==> src/rtl/ttce_pkg.sv <==
// Shared types, codes and defaults for the text terminal cursor engine.
package ttce_pkg;

    localparam int COLS_DEFAULT     = 80;
    localparam int ROWS_DEFAULT     = 25;
    localparam int TAB_STOP_DEFAULT = 8;

    // Transaction kinds.
    localparam logic [1:0] KIND_PUT   = 2'd0;
    localparam logic [1:0] KIND_SET   = 2'd1;
    localparam logic [1:0] KIND_CLEAR = 2'd2;
    localparam logic [1:0] KIND_READ  = 2'd3;

    // Character codes handled by a put.
    localparam logic [7:0] CH_BS         = 8'h08;
    localparam logic [7:0] CH_TAB        = 8'h09;
    localparam logic [7:0] CH_LF         = 8'h0A;
    localparam logic [7:0] CH_CR         = 8'h0D;
    localparam logic [7:0] CH_SPACE      = 8'h20;
    localparam logic [7:0] CH_LAST_PRINT = 8'h7F;

    localparam logic [15:0] BLANK_WHITE = 16'h0F20;
    localparam logic [15:0] BLANK_BLACK = 16'h0020;

    typedef enum logic [2:0] {
        S_INIT,
        S_IDLE,
        S_EXEC,
        S_SCROLL,
        S_CLEAR,
        S_DONE
    } t_state;

    typedef struct packed {
        logic load;
        logic exec;
        logic sweep_run;
        logic sweep_copy;
    } t_dp_cmd;

    typedef struct packed {
        logic [1:0] kind;
        logic       need_scroll;
        logic       sweep_last;
    } t_dp_status;

endpackage

==> src/rtl/ttce_ctrl.sv <==
// Controller state machine: sequences execution, screen sweeps and the result strobe.
module ttce_ctrl (
    input  logic                  i_clk,
    input  logic                  i_rst_n,
    input  logic                  start,
    output logic                  busy,
    output logic                  o_valid,
    input  ttce_pkg::t_dp_status  i_status,
    output ttce_pkg::t_dp_cmd     o_cmd
);

    ttce_pkg::t_state r_state;
    ttce_pkg::t_state n_state;

    always_ff @(posedge i_clk) begin
        if (!i_rst_n) begin
            r_state <= ttce_pkg::S_INIT;
        end else begin
            r_state <= n_state;
        end
    end

    always_comb begin
        n_state   = r_state;
        o_cmd     = '0;
        busy      = 1'b1;
        o_valid   = 1'b0;
        case (r_state)
            ttce_pkg::S_INIT: begin
                o_cmd.sweep_run = 1'b1;
                if (i_status.sweep_last) begin
                    n_state = ttce_pkg::S_IDLE;
                end
            end
            ttce_pkg::S_IDLE: begin
                busy = 1'b0;
                if (start) begin
                    o_cmd.load = 1'b1;
                    n_state    = ttce_pkg::S_EXEC;
                end
            end
            ttce_pkg::S_EXEC: begin
                o_cmd.exec = 1'b1;
                case (i_status.kind)
                    ttce_pkg::KIND_PUT: begin
                        n_state = i_status.need_scroll ? ttce_pkg::S_SCROLL : ttce_pkg::S_DONE;
                    end
                    ttce_pkg::KIND_CLEAR: begin
                        n_state = ttce_pkg::S_CLEAR;
                    end
                    default: begin
                        n_state = ttce_pkg::S_DONE;
                    end
                endcase
            end
            ttce_pkg::S_SCROLL: begin
                o_cmd.sweep_run  = 1'b1;
                o_cmd.sweep_copy = 1'b1;
                if (i_status.sweep_last) begin
                    n_state = ttce_pkg::S_DONE;
                end
            end
            ttce_pkg::S_CLEAR: begin
                o_cmd.sweep_run = 1'b1;
                if (i_status.sweep_last) begin
                    n_state = ttce_pkg::S_DONE;
                end
            end
            ttce_pkg::S_DONE: begin
                o_valid = 1'b1;
                n_state = ttce_pkg::S_IDLE;
            end
            default: begin
                n_state = ttce_pkg::S_IDLE;
            end
        endcase
    end

endmodule

==> config.mk <==
export PLATFORM = sky130hd
export DESIGN_NAME = ttce_ctrl
export DESIGN_NICKNAME = d
export VERILOG_FILES = /design/src/rtl/ttce_pkg.sv /design/src/rtl/ttce_ctrl.sv
export SDC_FILE = /design/constraint.sdc
export NUM_CORES = 1
export LEC_CHECK = 0
export ABC_AREA = 0
export BUFFER_PORTS_ARGS = -buffer_cell sky130_fd_sc_hd__buf_2
export CAP_MARGIN = 20
export CORE_AREA = 2 2 39 41
export DETAILED_ROUTE_END_ITERATION = 10
export DIE_AREA = 0 0 41 43
export GPL_TIMING_DRIVEN = 1
export SYNTH_ARGS = -nofsm -noshare
export SYNTH_HDL_FRONTEND = slang
export SYNTH_SLANG_ARGS = --single-unit
==> constraint.sdc <==
create_clock -name i_clk -period 1.2 [get_ports i_clk]
set_input_delay 0.36 -clock i_clk [delete_from_list [all_inputs] [get_ports i_clk]]
set_output_delay 0.36 -clock i_clk [all_outputs]
set_load 0.01 [all_outputs]
==> reports/metrics.yaml <==
timing:
  clock-skew-final_ns: 0.00328
  fmax_mhz: 656
  fin_hold_ws_ns: 0.333
  setup_violations: 8
  fin_crit_sh: 1.27
  fin_ws_ns: -0.324
  worst_pin_slew_ns: 0.265
  period_needed_ns: 1.52
  slew_headroom: 0.822
  slew_viol_final: 0
  grt_setup_unrepaired: "true"
  hold_viol: 0
power_and_ir_drop:
  p_per_area_mw_per_mm2: 959
  power.leakage_uw: 0.000196
  p_int_uw: 309
  comb_power_share: 0.324
  p_seq_frac: 0.268
  net-switching-power_uw: 115
  switching_share: 0.272
  ir_drop_v: 0.000447
  power_frac_clock: 0.409
layout:
  num-fill-cells: 156
  fin_util: 0.320
  fin_nets: 57
  seq_area_um2: 63.8
  n_antenna_cell: 0
  area_growth_pct: 124
  drive_gt1_frac: 0.755
  largest_reg_flops: 3
  regMostFlops: "r_state"
  top_regs: "r_state: 3 flops"
  multi_input_area_um2: 158
die:
  core_mm2: 0.00138
  rows: 14
  die_area_mm2: 0.00176
  ioPinCount: 13
  start_util: 0.143
  fp.dieH_um: 43
  die_width_um: 41
clock_network:
  clk_path_buf_depth: 2
  cts_tree: "done"
  clock_sinks: 3
  worstSkewPairLatency_ns: 0.23
  numCtsBuffers: 3
  root_buffer: "clkbuf_4"
  htree_levels: 1
  clk_pin_slew_worst_paths_ns: 0.03
  holdBufCountCts: 0
logic_synthesis:
  synth_nets: 31
  syn_area_per_cell_um2: 8.24
  syn_area_um2: 198
  ys_warn_count: 0
  synth_seq_cells: 3
  synth_top_area_cell: "dfxtp_1"
  synth_top_area_share: 0.304
  yosysSeqAreaShare: 0.304
  synth_cell_types: 17
  netlist_instances: 24
  synth_top_cells_by_area: "dfxtp_1 30%, inv_1 9.5%, or4b_4 7.0%"
critical_path:
  worst_path_max_delay_cell: "or3b_4"
  crit_type: "flop to primary output"
  slowest_delay_ns: 0.41
  cp.arrival_ns: 1.16
  cp.required_ns: 0.84
  worstSetupStartpointType: "flop"
  cp-endpoint: "o_cmd[3]"
  worstRegToRegCells: 5
  crit_family: "simple AND/OR/NAND/NOR gates"
  setup.worst_path.start: "r_state[1]"
  path_buf_inv: 1
  reg2reg_from: "r_state[0]"
  r2r-end: "r_state[1]"
  crit_fanout: 2
  worstSetupPathDepth: 3
  critical_path.cell_chain: "or3b_4, nor2_4, buf_6"
  worst_setup_path_end_kind: "primary output"
  rrSetupSlack_ns: -0.20
global_routing:
  grt.total_usage: 0.0833
  antenna_found_initial: 0
  grt_pass1_wl_um: 966
  grt_max_degree: 6
  grt-ovfl-total: 0
  grt_pass1_vias: 242
hold_path:
  hold_path_class: "primary input to flop"
detailed_routing:
  routedWlPerCell_um: 10.3
  met2_length_um: 350
  route.detailed.drc: 0
  drt.antenna.violating_nets: 0
  wl_met1_um: 254
  vias_per_cell: 4.26
  routed_wl_um: 668
  vias: 277
  dr.pass1.iters: 1
  drtIter0Drc: 0
  highest_layer: "met3"
  dr_wl_met3_um: 62
run:
  maxCapViolations: 0
run_status:
  status: "finished, violations left"
  violations: "setup timing"
placed_design:
  gp_congestion: 0.790
  port_buffers: 12
  dpl.hpwl_um: 448
## repair_timing
action	in CTS	in global routing
pin swaps	6	6
gates resized for setup	6	10
setup buffers	1	2
setup endpoints to repair	8	8
## layer usage
layer	GRT usage	vias to the layer above
li1	-	135
met1	0.106	131
met2	0.109	11
met3	0.0471	0
met4	0.0400	0
met5	0	-
## placed cells by master, fill, tap and decap left out
master,count
a21boi_1,1
o21a_1,1
inv_1,4
nand3_1,1
nand2b_4,1
o2111ai_2,1
a311oi_1,1
buf_6,5
inv_4,1
clkbuf_1,1
clkbuf_4,3
buf_2,9
o31ai_1,1
buf_4,7
a21oi_2,1
dfxtp_2,3
nor2_4,3
or4b_4,1
a21o_1,1
or2b_1,1
or3b_4,1
nor3_2,1
## through the flow
step | cell area, um^2 | setup WS (ns) | setup TNS [ns] | total power (uW) | cells
6_report | 443 | -0.324 | -1.79 | 425 | 65
5_1_grt | 443 | -0.379 | -2.17 | 462 | 65
4_1_cts | 393 | -0.332 | -1.65 | 410 | 63
3_5_place_dp | 334 | -0.130 | -0.426 | 213 | 58
3_3_place_gp | 334 | -0.121 | -0.383 | 214 | 58
2_1_floorplan | 209 | -0.0605 | -0.0605 | 164 | 24
## cells in the mapped netlist, drive strengths merged
master and count:
nand3 1, nor3 1, a21o 1, nor2 3
inv 5, nand2b 1, o2111ai 1, dfxtp 3
o31ai 1, or2b 1, o21a 1, a21oi 1
a21boi 1, a311oi 1, or3b 1, or4b 1
## logic make-up (layout without fill, tap and decap cells)
logic type / Yosys count / after routing / synth area share
AOI/OAI and AO/OA: 7 / 7 / 0.285
buffers and inverters: 5 / 30 / 0.0949
DFF: 3 / 3 / 0.304
and+or+nand+nor: 9 / 9 / 0.316
## power by group through the flow
stage	Clock [uW]	Combinational (uW)	Sequential, uW
2_1_floorplan	0	48.8	115
3_3_place_gp	0	99.7	114
3_5_place_dp	0	99.2	114
4_1_cts	182	115	112
5_1_grt	199	149	114
6_report	174	137	114
## layout make-up
type                            instances  share of cell area
Multi-Input combinational cell         16               0.356
Inverter                                5              0.0480
Sequential cell                         3               0.144
Clock buffer                            4              0.0593
Tap cell                               16              0.0452
Timing Repair Buffer                   21               0.347
## worst min-delay path by stage
| stage | from | endpoint | slack (ns) | cells after the start |
|---|---|---|---|---|
| floorplan | i_status[3] | r_state[0] | 0.46 | 1 |
| global placement | r_state[2] | r_state[2] | 0.50 | 2 |
| detailed placement | r_state[2] | r_state[2] | 0.51 | 2 |
| CTS | i_status[3] | r_state[0] | 0.33 | 2 |
| global route | i_status[3] | r_state[0] | 0.34 | 2 |
| finish | i_status[3] | r_state[0] | 0.33 | 2 |
No activity file was read; power rests on OpenSTA's default activity.
